--- src/rtl/csou_pkg.sv ---
`default_nettype none

package csou_pkg;

  // Angle format: fixed-point degrees
  localparam int ANGLE_FRAC_BITS = 10;
  localparam int ANG_W           = 9 + ANGLE_FRAC_BITS;
  localparam int TOL_W           = 10;
  localparam int OP_W            = 2;
  // Doubled-resolution edges need a signed word covering about +/-11 turns
  localparam int EDGE_W          = ANG_W + 5;

  localparam logic [ANG_W-1:0] FULL_TURN = ANG_W'(360 << ANGLE_FRAC_BITS);
  localparam logic [ANG_W-1:0] HALF_TURN = ANG_W'(180 << ANGLE_FRAC_BITS);

  typedef enum logic [OP_W-1:0] {
    OP_OVERLAP   = 2'd0,
    OP_UNION     = 2'd1,
    OP_INTERSECT = 2'd2
  } op_e;

  // Normalised operands and overlap classification
  typedef struct packed {
    logic [ANG_W-1:0] ra;
    logic [ANG_W-1:0] wa;
    logic [ANG_W-1:0] rb;
    logic [ANG_W-1:0] wb;
    logic             full_a;
    logic             full_b;
    logic             ovl;
  } sect_t;

  // One result transaction
  typedef struct packed {
    logic             overlaps;
    logic [ANG_W-1:0] result_rotation;
    logic [ANG_W-1:0] result_width;
    logic             result_empty;
  } res_t;

  // Rotation below two turns reduced into [0, FULL)
  function automatic logic [ANG_W-1:0] norm_rot(input logic [ANG_W-1:0] r);
    return (r >= FULL_TURN) ? ANG_W'(r - FULL_TURN) : r;
  endfunction

  function automatic logic [ANG_W-1:0] clamp_width(input logic [ANG_W-1:0] w);
    return (w > FULL_TURN) ? FULL_TURN : w;
  endfunction

  // Zero-extend an angle into the signed edge word
  function automatic logic signed [EDGE_W-1:0] to_edge(input logic [ANG_W-1:0] v);
    return signed'({{(EDGE_W-ANG_W){1'b0}}, v});
  endfunction

endpackage

`default_nettype wire

--- src/rtl/csou_prep.sv ---
`default_nettype none

// Operand normalisation, full-circle detection and overlap test
module csou_prep import csou_pkg::*; (
  input  logic [ANG_W-1:0] a_rotation_i,
  input  logic [ANG_W-1:0] a_width_i,
  input  logic [ANG_W-1:0] b_rotation_i,
  input  logic [ANG_W-1:0] b_width_i,
  input  logic [TOL_W-1:0] tol_i,
  output sect_t            sect_o
);

  logic [ANG_W-1:0] ra, wa, rb, wb;
  logic [ANG_W-1:0] gap_raw, gap;
  logic [ANG_W:0]   wa_tol, wb_tol;
  logic [ANG_W+1:0] lhs, rhs;

  assign ra = norm_rot(a_rotation_i);
  assign rb = norm_rot(b_rotation_i);
  assign wa = clamp_width(a_width_i);
  assign wb = clamp_width(b_width_i);

  // Full circle within tolerance: w + tol >= FULL
  assign wa_tol = {1'b0, wa} + (ANG_W+1)'(tol_i);
  assign wb_tol = {1'b0, wb} + (ANG_W+1)'(tol_i);

  // Shortest angular distance between centres
  assign gap_raw = (ra > rb) ? ANG_W'(ra - rb) : ANG_W'(rb - ra);
  assign gap     = (gap_raw > HALF_TURN) ? ANG_W'(FULL_TURN - gap_raw) : gap_raw;

  // 2d <= wa + wb + 2 tol
  assign lhs = {1'b0, gap, 1'b0};
  assign rhs = (ANG_W+2)'(wa) + (ANG_W+2)'(wb) + (ANG_W+2)'({tol_i, 1'b0});

  always_comb begin
    sect_o.ra     = ra;
    sect_o.wa     = wa;
    sect_o.rb     = rb;
    sect_o.wb     = wb;
    sect_o.full_a = (wa_tol >= (ANG_W+1)'(FULL_TURN));
    sect_o.full_b = (wb_tol >= (ANG_W+1)'(FULL_TURN));
    sect_o.ovl    = sect_o.full_a || sect_o.full_b || (lhs <= rhs);
  end

endmodule

`default_nettype wire

--- config.mk ---
export PLATFORM = sky130hd
export DESIGN_NAME = csou_prep
export DESIGN_NICKNAME = d
export VERILOG_FILES = /design/src/rtl/csou_pkg.sv /design/src/rtl/csou_prep.sv
export SDC_FILE = /design/constraint.sdc
export NUM_CORES = 1
export LEC_CHECK = 0
export ABC_AREA = 1
export BUFFER_PORTS_ARGS = -buffer_cell sky130_fd_sc_hd__buf_2
export CAP_MARGIN = 0
export CORE_UTILIZATION = 30
export DETAILED_ROUTE_END_ITERATION = 10
export PLACE_DENSITY_LB_ADDON = 0.12
export SLEW_MARGIN = 20
export SYNTH_ARGS = -nofsm -noshare
export SYNTH_HDL_FRONTEND = slang
export SYNTH_SLANG_ARGS = --single-unit
--- constraint.sdc ---
create_clock -name vclk -period 9.99
set_input_delay 0.4995 -clock vclk [all_inputs]
set_output_delay 0.4995 -clock vclk [all_outputs]
set_load 0.005 [all_outputs]
==> impl_metrics.ini, run 1 <==
[run_status]
status = complete, no violations

[cells_and_area]
utilization_pct = 34.9
layout.cells.non_filler = 1523
layout-drive-gt1-share_pct = 18.9
final_nets = 1452
area_growth_pct = 12.8
final_common_cell = nand2_1
regArea_um2 = 0
clockBufferCount = 0
seq_cells = 0
final_cell_mix = 244 x nand2_1, 203 x inv_1, 165 x buf_2, 116 x nor2_1, 101 x ha_1
antennaDiodeCount = 0
final_area_mm2 = 0.00740

[route]
post_drt_wl_per_cell_um = 13.4
drtAntennaViolNets = 0
wl_met1_um = 10800
wl_met3_um = 707
drc_errors = 0
num_vias = 7124
drt-total-wl_um = 20400
first_pass_iters = 6
vias_per_cell = 4.68
route.met2.wl_um = 8880
drt_iter0_drc = 395
dr.max_layer_used = met4

[sta]
hold_violations = 0
slew_viol_final = 0
setup_viol = 0
rsz0062_at_grt = no
min_period_over_period_pct = 74.6
holdWs_ns = 1.20
max_freq_ghz = 0.134
setup_ws_ns = 2.54
maxSlewHeadroom_pct = 61.0
fin_crit_ns = 7.45
worst_slew_pin_slew_ns = 0.583
setup-tns-final_ns = 0

[global_routing]
grt_max_degree = 23
track_usage_pct = 17.9
grt_pass1_vias = 6784
gr-total-overflow = 0
grt_pass1_wl_um = 33200
antenna_found_initial = 0

[synth]
yosys_warnings = 0
syn-cell-area_mm2 = 0.00656
yosysUniqueCellTypes = 43
syn_inst = 1128
avgSynthCellArea_um2 = 5.82
ys_seq_area_share_pct = 0
synth_nets = 1330

[setup_path]
cp-end-kind = output port
slowest_stage = nand4_2
worstPathMaxFanout = 22
crit_top_cell = nand2_1
critPathKind = primary input to output port
worstSetupStartpointType = primary input
cp_data_arrival_time_ns = 6.95
worst_path_largest_cell_delay_ns = 0.53
worstPathRequired_ns = 9.49

[die]
core.rowCount = 53
die_height_um = 150
initial_utilization_pct = 30.9
fp.dieArea_mm2 = 0.0225
io_pins = 165
coreArea_mm2 = 0.0212
die_w_um = 150

[power_and_ir_drop]
p_leak_nw = 4.40
power.total_mw = 0.814
power.density_mw_per_mm2 = 110
peakVddDrop_uv = 37.0

[place]
dpl.cell_count = 1523
dp_hpwl_um = 18200
routabilityCongestion = 0.903
place_ws_ns = 2.61
placedInstanceArea_mm2 = 0.00740
numPortBuffers = 165

[clock_network]
holdBufCountCts = 0
postCtsResizedCells = 0
postCtsSetupRepairBufs = 0

[job]
drv_cap = 0

[min_path]
hold_class = primary input to output port
synthesized netlist by cell type (2+ instances only):
cell type	number	area share [%]
clkbuf_2	2	0.15
xor2_1	43	5.7
inv_2	6	0.34
nand4_2	2	0.38
buf_6	8	1.4
nand3_1	72	5.5
o21ai_1	12	0.92
a21oi_1	72	5.5
a211oi_1	3	0.34
o31ai_1	2	0.23
a31oi_1	6	0.57
xnor2_1	19	2.5
buf_2	2	0.15
a21boi_0	8	0.92
buf_4	26	3.0
or2_2	4	0.38
a21o_1	6	0.69
nand2_4	4	0.69
nor2_2	7	0.67
nand2_1	244	14
o21ai_0	37	2.8
fa_1	15	4.6
nand3b_1	4	0.46
o21ai_2	4	0.53
ha_1	101	19
nor3_1	11	0.84
o211ai_1	3	0.34
nor2_1	116	6.6
nor4_1	7	0.67
inv_1	203	12
nand3_2	10	1.5
nor3b_1	2	0.23
o21bai_1	8	0.92
clkbuf_1	6	0.34
nand2_2	31	3.0
nand4_1	15	1.4
where the power goes:
| group | leakage [nW] | total [mW] | internal (mW) | switching (mW) |
|---|---|---|---|---|
| registers | 0 | 0 | 0 | 0 |
| logic | 4.40 | 0.814 | 0.299 | 0.514 |
| clock network | 0 | 0 | 0 | 0 |
| total | 4.40 | 0.814 | 0.299 | 0.514 |
kinds of logic after synthesis:
group	after synthesis	synth area share, %
AND/OR/NAND/NOR	531	36.6
AO/OA/AOI/OAI	165	14.3
XOR/XNOR	62	8.28
buffers and inverters	254	17.0
adder cells (fa/ha/maj)	116	23.8
final cells by class:
type	instances	area (µm²)
timing repair buffer	165	826
inverter	209	785
tap	275	344
multi-input combinational	874	5440
fill	2437	13800
worst paths after layout:
check,start,end,slack [ns],cells after the start
worst max-delay path,a_rotation_i[13],sect_o[0],2.54,41
worst min-delay path,b_rotation_i[12],sect_o[34],1.20,2
critical path, delay by kind of cell:
| kind | cells | cell delay [ns] |
|---|---|---|
| AOI/OAI and AO/OA | 6 | 0.86 |
| adders and majority gates | 4 | 1.11 |
| buffers and inverters | 7 | 0.88 |
| and+or+nand+nor | 24 | 3.58 |
per-layer routing:
layer / up-vias / GRT usage [%]
met2: 142 / 29.7
met5: - / 0
met1: 3158 / 26.7
met3: 6 / 0.488
li1: 3818 / -
met4: 0 / 0.606
Note: power is estimated with default switching activity, not from simulation.
==> run 2, diff against run 1 <==
clock period = 6.3 ns   (was 9.99 ns; I/O delays follow)
==> run 2 against run 1 <==
Non-clock buffer count grew 44; combinational power increased by 81%; critical path depth decreased by 2; cell count rose by 2.9%; total power grew 81%; count of clock-buffer cells in the layout did not move; critical path type unchanged; largest power group unchanged.
==> impl_metrics.ini, run 2 (same netlist as run 1, synthesis figures left out) <==
[setup_path]
worstPathMaxFanout = 10
crit_family = simple AND/OR/NAND/NOR gates
worst_path_largest_cell_delay_ns = 0.30
crit_buf_inv = 9
worstSetupEndpoint = sect_o[0]
critPathLaunch = a_rotation_i[2]
worstSetupStartpointType = primary input
cp_data_arrival_time_ns = 5.56
worstPathRequired_ns = 5.98
critPathKind = primary input to output port
slowest_stage = nor4_2
cp-end-kind = output port
path_depth = 39

[route]
vias_per_cell = 4.69
drt_iter0_drc = 394
post_drt_wl_per_cell_um = 13.2
first_pass_iters = 5
num_vias = 7353
drc_errors = 0
drt-total-wl_um = 20700
drtAntennaViolNets = 0

[global_routing]
gr-total-overflow = 0
grt_pass1_vias = 6889
antenna_found_initial = 0
grt_pass1_wl_um = 33100
grt_max_degree = 14
track_usage_pct = 18.0

[sta]
maxSlewHeadroom_pct = 63.8
worst_slew_pin_slew_ns = 0.538
slew_viol_final = 0
setup_viol = 0
fin_crit_ns = 5.87
setup_ws_ns = 0.429
min_period_over_period_pct = 93.2
max_freq_ghz = 0.170
hold_violations = 0

[power_and_ir_drop]
power.density_mw_per_mm2 = 185
peakVddDrop_uv = 59.2
p_clk_share_pct = 0
p_leak_nw = 4.64
intPower_mw = 0.601
pwr-share-seq_pct = 0
power_frac_comb_pct = 100.0
p_sw_share_pct = 59.2
power.total_mw = 1.47
switchingPower_mw = 0.871

[cells_and_area]
layout-drive-gt1-share_pct = 24.6
fillCellCount = 2431
antennaDiodeCount = 0
clockBufferCount = 0
final_common_cell = nand2_1
layout.cells.non_filler = 1567
seq_cells = 0
final_area_mm2 = 0.00795
area_growth_pct = 21.2
final_nets = 1496
final_cell_mix = 236 x nand2_1, 200 x inv_1, 165 x buf_2, 107 x nor2_1, 96 x ha_1
multi_input_area_mm2 = 0.00563
regArea_um2 = 0

[place]
routabilityCongestion = 0.850
placedInstanceArea_mm2 = 0.00771
dpl.cell_count = 1561
place_ws_ns = -0.0599
numPortBuffers = 165
dp_hpwl_um = 18600

[die]
coreArea_mm2 = 0.0212
die_w_um = 150
initial_utilization_pct = 30.9
io_pins = 165
core.rowCount = 53
fp.dieArea_mm2 = 0.0225
die_height_um = 150

[job]
drv_cap = 0

[min_path]
hold_class = primary input to output port

[run_status]
status = complete, no violations
==> run 2: how the worst min path moves through the flow <==
stage / start / end / slack, ns / cells past startpoint
after floorplan: a_rotation_i[17] / sect_o[78] / 0.67 / 1
final: b_rotation_i[12] / sect_o[34] / 0.84 / 2
after global placement: a_rotation_i[12] / sect_o[72] / 0.84 / 2
after global routing: b_rotation_i[12] / sect_o[34] / 0.85 / 2
after CTS: b_rotation_i[12] / sect_o[34] / 0.84 / 2
after detailed placement: b_rotation_i[12] / sect_o[34] / 0.84 / 2
==> run 2: layer usage <==
layer / global-route usage, % / vias to the layer above / share of wire [%]
li1: - / 3918 / -
met1: 26.4 / 3285 / 51
met2: 30.5 / 148 / 44
met3: 0.396 / 2 / 4.1
met4: 0.202 / 0 / 0.13
met5: 0 / - / 0
==> run 2: power by group through the flow <==
| stage | clock [mW] | combinational [mW] | sequential [mW] |
|---|---|---|---|
| after floorplan | 0 | 0.975 | 0 |
| after global placement | 0 | 1.40 | 0 |
| after detailed placement | 0 | 1.39 | 0 |
| after CTS | 0 | 1.40 | 0 |
| after global routing | 0 | 1.68 | 0 |
| final | 0 | 1.47 | 0 |
==> run 2: area by class of cell <==
class / instances / share of cell area (%)
multi-input combinational: 874 / 70.8
timing repair buffer: 209 / 15.0
inverter: 209 / 9.90
tap: 275 / 4.33
==> run 2: what timing repair did <==
action	CTS	global route
resized for setup	2	56
buffers inserted	0	6
setup endpoints to repair	1	1
pin swaps	0	10
hold buffers	0	0
==> run 2: through the flow <==
step                      utilization, %  setup TNS (ns)  hold WS (ns)
after global routing                37.5         -0.0267         0.850
final                               37.5               0         0.840
after detailed placement            36.3         -0.0599         0.839
after CTS                           36.4               0         0.840
after floorplan                        -               0         0.674
after global placement              36.3               0         0.838
