**src/rtl/csou_pkg.sv**
```systemverilog
`default_nettype none

package csou_pkg;

  // Angle format: fixed-point degrees
  localparam int ANGLE_FRAC_BITS = 10;
  localparam int ANG_W           = 9 + ANGLE_FRAC_BITS;
  localparam int TOL_W           = 10;
  localparam int OP_W            = 2;
  // Doubled-resolution edges need a signed word covering about +/-11 turns
  localparam int EDGE_W          = ANG_W + 5;

  localparam logic [ANG_W-1:0] FULL_TURN = ANG_W'(360 << ANGLE_FRAC_BITS);
  localparam logic [ANG_W-1:0] HALF_TURN = ANG_W'(180 << ANGLE_FRAC_BITS);

  typedef enum logic [OP_W-1:0] {
    OP_OVERLAP   = 2'd0,
    OP_UNION     = 2'd1,
    OP_INTERSECT = 2'd2
  } op_e;

  // Normalised operands and overlap classification
  typedef struct packed {
    logic [ANG_W-1:0] ra;
    logic [ANG_W-1:0] wa;
    logic [ANG_W-1:0] rb;
    logic [ANG_W-1:0] wb;
    logic             full_a;
    logic             full_b;
    logic             ovl;
  } sect_t;

  // One result transaction
  typedef struct packed {
    logic             overlaps;
    logic [ANG_W-1:0] result_rotation;
    logic [ANG_W-1:0] result_width;
    logic             result_empty;
  } res_t;

  // Rotation below two turns reduced into [0, FULL)
  function automatic logic [ANG_W-1:0] norm_rot(input logic [ANG_W-1:0] r);
    return (r >= FULL_TURN) ? ANG_W'(r - FULL_TURN) : r;
  endfunction

  function automatic logic [ANG_W-1:0] clamp_width(input logic [ANG_W-1:0] w);
    return (w > FULL_TURN) ? FULL_TURN : w;
  endfunction

  // Zero-extend an angle into the signed edge word
  function automatic logic signed [EDGE_W-1:0] to_edge(input logic [ANG_W-1:0] v);
    return signed'({{(EDGE_W-ANG_W){1'b0}}, v});
  endfunction

endpackage

`default_nettype wire

```
**src/rtl/csou_combine.sv**
```systemverilog
`default_nettype none

// Union / intersection on doubled-resolution edges
module csou_combine import csou_pkg::*; (
  input  sect_t            sect_i,
  input  logic [OP_W-1:0]  operation_i,
  input  logic [TOL_W-1:0] tol_i,
  output res_t             res_o
);

  localparam logic signed [EDGE_W-1:0] FULL_S     = to_edge(FULL_TURN);
  localparam logic signed [EDGE_W-1:0] HALF_S     = to_edge(HALF_TURN);
  localparam logic signed [EDGE_W-1:0] NEG_HALF_S = -HALF_S;
  localparam logic signed [EDGE_W-1:0] TWO_FULL_S = FULL_S + FULL_S;

  logic signed [EDGE_W-1:0] ra_s, wa_s, rb_s, wb_s, diff, rb_adj, tol2_s;
  logic signed [EDGE_W-1:0] s2a, e2a, s2b, e2b;
  logic signed [EDGE_W-1:0] u_lo, u_hi, u_w2, u_half;
  logic signed [EDGE_W-1:0] i_lo, i_hi, i_w2, i_half;
  logic signed [EDGE_W-1:0] u_q, i_q, u_c, i_c;
  op_e                      op;

  assign op     = op_e'(operation_i);
  assign ra_s   = to_edge(sect_i.ra);
  assign wa_s   = to_edge(sect_i.wa);
  assign rb_s   = to_edge(sect_i.rb);
  assign wb_s   = to_edge(sect_i.wb);
  assign tol2_s = signed'({{(EDGE_W-TOL_W-1){1'b0}}, tol_i, 1'b0});

  // Bring B within half a turn of A
  assign diff = rb_s - ra_s;
  always_comb begin
    if (diff > HALF_S) begin
      rb_adj = rb_s - FULL_S;
    end else if (diff < NEG_HALF_S) begin
      rb_adj = rb_s + FULL_S;
    end else begin
      rb_adj = rb_s;
    end
  end

  // Edges at twice the resolution
  assign s2a = (ra_s <<< 1) - wa_s;
  assign e2a = (ra_s <<< 1) + wa_s;
  assign s2b = (rb_adj <<< 1) - wb_s;
  assign e2b = (rb_adj <<< 1) + wb_s;

  // Union span
  assign u_lo   = (s2a < s2b) ? s2a : s2b;
  assign u_hi   = (e2a > e2b) ? e2a : e2b;
  assign u_w2   = u_hi - u_lo;
  assign u_half = u_w2 >>> 1;

  // Intersection span
  assign i_lo   = (s2a > s2b) ? s2a : s2b;
  assign i_hi   = (e2a < e2b) ? e2a : e2b;
  assign i_w2   = i_hi - i_lo;
  assign i_half = i_w2 >>> 1;

  // Centre = floor(sum/4), folded once into [0, FULL)
  assign u_q = (u_lo + u_hi) >>> 2;
  assign i_q = (i_lo + i_hi) >>> 2;

  always_comb begin
    if (u_q < 0) begin
      u_c = u_q + FULL_S;
    end else if (u_q >= FULL_S) begin
      u_c = u_q - FULL_S;
    end else begin
      u_c = u_q;
    end
    if (i_q < 0) begin
      i_c = i_q + FULL_S;
    end else if (i_q >= FULL_S) begin
      i_c = i_q - FULL_S;
    end else begin
      i_c = i_q;
    end
  end

  // Result selection
  always_comb begin
    res_o                 = '0;
    res_o.overlaps        = sect_i.ovl;
    case (op)
      OP_UNION: begin
        if (!sect_i.ovl) begin
          res_o.result_empty = 1'b1;
        end else if (sect_i.full_a || sect_i.full_b) begin
          res_o.result_width = FULL_TURN;
        end else if (u_w2 >= TWO_FULL_S - tol2_s) begin
          res_o.result_width = FULL_TURN;
        end else begin
          res_o.result_width    = u_half[ANG_W-1:0];
          res_o.result_rotation = u_c[ANG_W-1:0];
        end
      end
      OP_INTERSECT: begin
        if (!sect_i.ovl) begin
          res_o.result_empty = 1'b1;
        end else if (sect_i.full_a) begin
          res_o.result_rotation = sect_i.rb;
          res_o.result_width    = sect_i.wb;
        end else if (sect_i.full_b) begin
          res_o.result_rotation = sect_i.ra;
          res_o.result_width    = sect_i.wa;
        end else if (i_w2 <= tol2_s) begin
          res_o.result_empty = 1'b1;
        end else begin
          res_o.result_width    = (i_half > FULL_S) ? FULL_TURN : i_half[ANG_W-1:0];
          res_o.result_rotation = i_c[ANG_W-1:0];
        end
      end
      default: begin
        // overlap test: flag only
      end
    endcase
  end

endmodule

`default_nettype wire

```
**config.mk**
```make
export PLATFORM = sky130hd
export DESIGN_NAME = csou_combine
export DESIGN_NICKNAME = d
export VERILOG_FILES = /design/src/rtl/csou_pkg.sv /design/src/rtl/csou_combine.sv
export SDC_FILE = /design/constraint.sdc
export NUM_CORES = 1
export LEC_CHECK = 0
export BUFFER_PORTS_ARGS = -buffer_cell sky130_fd_sc_hd__buf_4
export CORE_UTILIZATION = 30
export DETAILED_ROUTE_END_ITERATION = 7
export GPL_TIMING_DRIVEN = 1
export PLACE_DENSITY_LB_ADDON = 0.15
export SLEW_MARGIN = 20
export SYNTH_ARGS = -nofsm -noshare
export SYNTH_HDL_FRONTEND = slang
export SYNTH_SLANG_ARGS = --single-unit
```
**constraint.sdc**
```tcl
create_clock -name vclk -period 35.3
set_input_delay 1.765 -clock vclk [all_inputs]
set_output_delay 1.765 -clock vclk [all_outputs]
set_load 0.05 [all_outputs]
```
==> metrics.json, run 1 <==
{
  "cts_hold_buf": {"value": 0},
  "grtUsageMet1": {"value": 0.368},
  "worst-endpoint-required": {"value": 33.53, "unit": "ns"},
  "grt_setup_unrepaired": {"value": "no"},
  "run_status": {"value": "complete, no violations"},
  "place.gp.congestion": {"value": 0.968},
  "antenna-diode-count": {"value": 0},
  "post_synth_instance_area": {"value": 0.0144, "unit": "mm²"},
  "finalWirelength": {"value": 64400, "unit": "µm"},
  "maxSlewHeadroom": {"value": 0.233},
  "path_max_fanout": {"value": 37},
  "vias": {"value": 16100},
  "cp-start-kind": {"value": "input port"},
  "clock_buffers": {"value": 0},
  "max_cap_viol_count": {"value": 0},
  "regArea": {"value": 0, "unit": "µm²"},
  "grt_util_all_layers": {"value": 0.250},
  "grt_start_max_net_pins": {"value": 47},
  "setup_viol": {"value": 0},
  "grt.met2_usage": {"value": 0.402},
  "finalHoldViolations": {"value": 0},
  "crit_type": {"value": "input port to output port"},
  "grt_busiest_layer": {"value": "met2"},
  "crit_path_end_kind": {"value": "output port"},
  "floorplan.rows": {"value": 80},
  "worst-slew-pin-transition": {"value": 1.14, "unit": "ns"},
  "hold_path_end": {"value": "res_o[39]"},
  "cp_common_cell": {"value": "ha_1"},
  "final.fill_count": {"value": 5221},
  "min_path_cells": {"value": 2},
  "drc": {"value": 0},
  "antenna_found_initial": {"value": 0},
  "floorplan.io_pins": {"value": 131},
  "hpwl_after_dpl": {"value": 55300, "unit": "µm"},
  "routedWlPerCell": {"value": 22.8, "unit": "µm"},
  "cts-resized-gates": {"value": 0},
  "die_span_y": {"value": 221, "unit": "µm"},
  "die_area": {"value": 0.0490, "unit": "mm²"},
  "flops_and_latches": {"value": 0},
  "arrival": {"value": 15.92, "unit": "ns"},
  "synth.yosys.seq_area_share": {"value": 0},
  "worst_path_max_delay_cell": {"value": "nor4_1"},
  "synth.net_count": {"value": 2503},
  "fp.dieW": {"value": 221, "unit": "µm"},
  "synth.avg_cell_area": {"value": 6.73, "unit": "µm²"},
  "first_global_vias": {"value": 15300},
  "layout_commonest_cell": {"value": "ha_1"},
  "total_congestion_overflow_after_global_routing": {"value": 0},
  "ys.warnings.count": {"value": 0},
  "initial_core_utilization": {"value": 0.303},
  "wire_length_of_the_first_global_routing_pass": {"value": 93800, "unit": "µm"},
  "post_drt_via_cell_ratio": {"value": 5.72},
  "dr.pass1.iters": {"value": 5},
  "layout_worst_path_cycle_share": {"value": 0.501},
  "area_growth_synth_to_finish": {"value": 10.6, "unit": "%"},
  "critical-path-max-stage-delay": {"value": 0.76, "unit": "ns"},
  "quantity_of_i_o_buffers_inserted_on_ports": {"value": 131},
  "first_iter_violations": {"value": 1242},
  "hold_start": {"value": "sect_i[0]"},
  "postSynthCellCount": {"value": 2145},
  "number_of_pins_with_negative_max_slew_slack_in_the_final_report": {"value": 0},
  "layout.nets": {"value": 2567},
  "tns": {"value": 0, "unit": "ns"},
  "groute.layer.met3.usage": {"value": 0.0181},
  "ant_nets": {"value": 0},
  "final_period_demand_of_the_worst_path": {"value": 17.68, "unit": "ns"},
  "core_area": {"value": 0.0476, "unit": "mm²"},
  "layout_common_cells": {"value": "261 x ha_1, 245 x inv_1, 187 x a21oi_1"},
  "layout_cells_sized_above_1": {"value": 0.0902},
  "cts_post_setup_buffers_inserted": {"value": 0},
  "achievable-frequency": {"value": 56.6, "unit": "MHz"},
  "ys_types": {"value": 100},
  "hp-class": {"value": "input port to output port"}
}
==> Yosys cell counts (all sizes together), types with 15 or more instances <==
| library cell | number | area (µm²) |
|---|---|---|
| a21oi | 189 | 953 |
| xnor2 | 126 | 1100 |
| nor3 | 40 | 200 |
| o211ai | 15 | 136 |
| ha | 261 | 3270 |
| nand2 | 164 | 616 |
| a21o | 55 | 413 |
| nor4 | 21 | 131 |
| buf | 18 | 95.1 |
| xor2 | 37 | 350 |
| nor2b | 36 | 225 |
| nand4 | 23 | 144 |
| o21a | 30 | 225 |
| mux2i | 47 | 483 |
| nand3 | 33 | 165 |
| nand2b | 35 | 219 |
| o21bai | 34 | 259 |
| or3 | 25 | 156 |
| inv | 246 | 923 |
| a211oi | 25 | 188 |
| nor2 | 179 | 672 |
| a31oi | 25 | 156 |
| clkbuf | 61 | 229 |
| o21ai | 160 | 823 |
| a221oi | 19 | 184 |
| o31ai | 29 | 228 |
==> layer usage <==
layer / vias to the layer above / wire, µm
met4: 0 / 988
met1: 7792 / 32100
met2: 488 / 28000
met5: - / 0
li1: 7817 / -
met3: 41 / 3410
==> worst max-delay path, delay by kind of cell <==
kind,cells,cell delay [ns]
xor+xnor,1,0.36
compound gates,28,7.55
fa+ha+maj,5,1.78
buf+inv,6,1.27
simple gates,11,3.11
==> cell type report <==
type / instances / area [µm²] / area share
Tap cell: 615 / 769 / 0.0482
Timing Repair Buffer: 141 / 1070 / 0.0670
Multi-Input combinational cell: 1817 / 13200 / 0.826
Inverter: 249 / 935 / 0.0585
==> per-stage QoR <==
| step | setup WS, ns | area (µm²) | hold slack, ns | cells | util |
|---|---|---|---|---|---|
| CTS | 17.63 | 16000 | 3.81 | 2822 | 0.335 |
| floorplan | 20.80 | 14400 | 3.70 | 2145 | - |
| finish | 17.62 | 16000 | 3.80 | 2822 | 0.335 |
| global route | 16.83 | 16000 | 3.82 | 2822 | 0.335 |
| detailed placement | 17.69 | 16000 | 3.81 | 2822 | 0.335 |
| global placement | 17.06 | 16000 | 3.81 | 2821 | 0.335 |
==> worst max path at each step <==
stage / startpoint / end / slack [ns] / cells after the start
finish: sect_i[61] / res_o[21] / 17.62 / 51
global route: sect_i[22] / res_o[21] / 16.83 / 51
CTS: sect_i[61] / res_o[21] / 17.63 / 49
detailed placement: sect_i[61] / res_o[21] / 17.69 / 49
global placement: sect_i[22] / res_o[21] / 17.06 / 50
floorplan: sect_i[61] / res_o[21] / 20.80 / 47
==> cells by family after synthesis <==
group / after synthesis / synth area share
muxes: 55 / 0.0397
AOI/OAI and AO/OA: 707 / 0.327
adders and majority gates: 267 / 0.235
buffers and inverters: 328 / 0.0872
and+or+nand+nor: 625 / 0.211
xor gates and xnor gates: 163 / 0.101
Power of run 1 is not shown: default switching activity piles up to over one toggle a cycle in this logic, so the estimate is an artifact.
==> inputs of run 2 (changes only) <==
--- a/config.mk
+++ b/config.mk
@@ -5,6 +5,7 @@
 export SDC_FILE = /design/constraint.sdc
 export NUM_CORES = 1
 export LEC_CHECK = 0
+export ABC_AREA = 1
 export BUFFER_PORTS_ARGS = -buffer_cell sky130_fd_sc_hd__buf_4
 export CORE_UTILIZATION = 30
 export DETAILED_ROUTE_END_ITERATION = 7
==> constraint.sdc (replaced) <==
create_clock -name vclk -period 16.3
set_input_delay 0.815 -clock vclk [all_inputs]
set_output_delay 0.815 -clock vclk [all_outputs]
set_load 0.05 [all_outputs]
==> metrics.json, run 2 <==
{
  "run_status": {"value": "complete, no violations"},
  "synth_top_cell_area_share": {"value": 0.225},
  "worst_setup_path_startpoint": {"value": "sect_i[22]"},
  "routedWlPerCell": {"value": 20.2, "unit": "µm"},
  "postSynthCellCount": {"value": 2529},
  "synth.most_common_cell": {"value": "nand2_1"},
  "post_synth_instance_area": {"value": 0.0145, "unit": "mm²"},
  "crit_path_end": {"value": "res_o[12]"},
  "worst_path_max_delay_cell": {"value": "o21ai_0"},
  "cp_common_cell": {"value": "nand2_1"},
  "finalHoldViolations": {"value": 0},
  "floorplan.rows": {"value": 80},
  "max_cap_viol_count": {"value": 0},
  "synth.avg_cell_area": {"value": 5.73, "unit": "µm²"},
  "fp.dieW": {"value": 222, "unit": "µm"},
  "tns": {"value": 0, "unit": "ns"},
  "grt_setup_unrepaired": {"value": "no"},
  "grt.met2_usage": {"value": 0.431},
  "total_congestion_overflow_after_global_routing": {"value": 0},
  "ys_types": {"value": 65},
  "grt_util_all_layers": {"value": 0.253},
  "layout_worst_path_cycle_share": {"value": 0.866},
  "worst-slew-pin-transition": {"value": 1.03, "unit": "ns"},
  "vias": {"value": 16800},
  "synth.yosys.seq_area_share": {"value": 0},
  "wire_length_of_the_first_global_routing_pass": {"value": 96000, "unit": "µm"},
  "ys.warnings.count": {"value": 0},
  "initial_core_utilization": {"value": 0.304},
  "layout_common_cells": {"value": "560 x nand2_1, 381 x inv_1, 307 x a21oi_1"},
  "synth_top_cell_by_area": {"value": "ha_1"},
  "achievable-frequency": {"value": 70.9, "unit": "MHz"},
  "die_area": {"value": 0.0492, "unit": "mm²"},
  "clock_buffers": {"value": 0},
  "drc": {"value": 0},
  "antenna_found_initial": {"value": 1},
  "critPathBufInv": {"value": 6},
  "critical-path-max-stage-delay": {"value": 0.94, "unit": "ns"},
  "layout_commonest_cell": {"value": "nand2_1"},
  "synth.net_count": {"value": 2887},
  "arrival": {"value": 13.29, "unit": "ns"},
  "first_iter_violations": {"value": 1282},
  "final_period_demand_of_the_worst_path": {"value": 14.11, "unit": "ns"},
  "finalWirelength": {"value": 64600, "unit": "µm"},
  "grt_busiest_layer": {"value": "met2"},
  "die_span_y": {"value": 222, "unit": "µm"},
  "path_max_fanout": {"value": 37},
  "cts-resized-gates": {"value": 0},
  "first_global_vias": {"value": 16000},
  "antenna-diode-count": {"value": 0},
  "cp-start-kind": {"value": "input port"},
  "setup_viol": {"value": 0},
  "grt_start_max_net_pins": {"value": 61},
  "core_area": {"value": 0.0476, "unit": "mm²"},
  "ant_nets": {"value": 0},
  "hpwl_after_dpl": {"value": 57100, "unit": "µm"},
  "worst-endpoint-required": {"value": 15.49, "unit": "ns"},
  "dr.pass1.iters": {"value": 5},
  "area_growth_synth_to_finish": {"value": 9.75, "unit": "%"},
  "groute.layer.met3.usage": {"value": 0.0155},
  "crit_type": {"value": "input port to output port"},
  "layout_cells_sized_above_1": {"value": 0.0916},
  "cts_post_setup_buffers_inserted": {"value": 0},
  "cts_hold_buf": {"value": 0},
  "floorplan.io_pins": {"value": 131},
  "hp-class": {"value": "input port to output port"},
  "post_synth_main_area_contributors": {"value": "ha_1 23%, nand2_1 15%, a21oi_1 11%, inv_1 9.9%, xor2_1 9.3%"},
  "final.fill_count": {"value": 5389},
  "layout.nets": {"value": 2947},
  "place.gp.congestion": {"value": 1.01},
  "flops_and_latches": {"value": 0},
  "regArea": {"value": 0, "unit": "µm²"},
  "multi_input_comb_area": {"value": 0.0126, "unit": "mm²"},
  "quantity_of_i_o_buffers_inserted_on_ports": {"value": 131},
  "number_of_gates_on_the_worst_path_with_buffers_counted": {"value": 52},
  "crit_path_end_kind": {"value": "output port"},
  "synth.top_cells.by_count": {"value": "560 x nand2_1, 381 x inv_1, 307 x a21oi_1, 261 x ha_1, 191 x nor2_1"},
  "grtUsageMet1": {"value": 0.355},
  "maxSlewHeadroom": {"value": 0.305},
  "number_of_pins_with_negative_max_slew_slack_in_the_final_report": {"value": 0},
  "post_drt_via_cell_ratio": {"value": 5.26},
  "critical_path.top_delay_family": {"value": "simple AND/OR/NAND/NOR gates"}
}
run 2: cell types whose count changed after synthesis, moves of 111 or more:
| cell | before | now |
|---|---|---|
| nand2_1 | 164 | 560 |
| nand3_1 | 33 | 144 |
| inv_1 | 245 | 381 |
| a21oi_1 | 187 | 307 |
| xor2_1 | 35 | 154 |
| xnor2_1 | 126 | 9 |
run 2: layer usage:
layer	vias up	part of all wire	wire, µm
met5	-	0	0
met4	0	0.019	1200
met3	48	0.058	3740
met2	509	0.46	29600
met1	7898	0.47	30100
li1	8378	-	-
run 2: layout make-up:
type,count,area share
well taps,615,0.0484
multi-input cells,2058,0.795
inverters,395,0.0939
repair buffers,134,0.0633
run 2: worst min-delay path by stage:
stage	start	to	cells past startpoint
after floorplan	sect_i[0]	res_o[39]	1
after global placement	sect_i[0]	res_o[39]	2
after detailed placement	sect_i[0]	res_o[39]	2
after CTS	sect_i[0]	res_o[39]	2
after global routing	sect_i[0]	res_o[39]	2
final	sect_i[0]	res_o[39]	2
run 2: per-stage QoR:
step	area [µm²]	utilization	hold slack (ns)	setup slack, ns	cells
3_3_place_gp	15900	0.334	1.92	2.10	3202
5_1_grt	15900	0.334	1.92	1.13	3202
3_5_place_dp	15900	0.334	1.92	2.05	3202
6_report	15900	0.334	1.91	2.19	3202
2_1_floorplan	14500	-	1.80	5.61	2529
4_1_cts	15900	0.334	1.92	2.00	3202
run 2: cells by family after synthesis:
logic type,Yosys count,share of synthesized area
muxes,1,0.000777
and+or+nand+nor,1046,0.315
AOI/OAI and AO/OA,581,0.224
xor gates and xnor gates,163,0.0985
buffers and inverters,471,0.128
adders and majority gates,267,0.234
Power of run 2 is left out for the same reason.
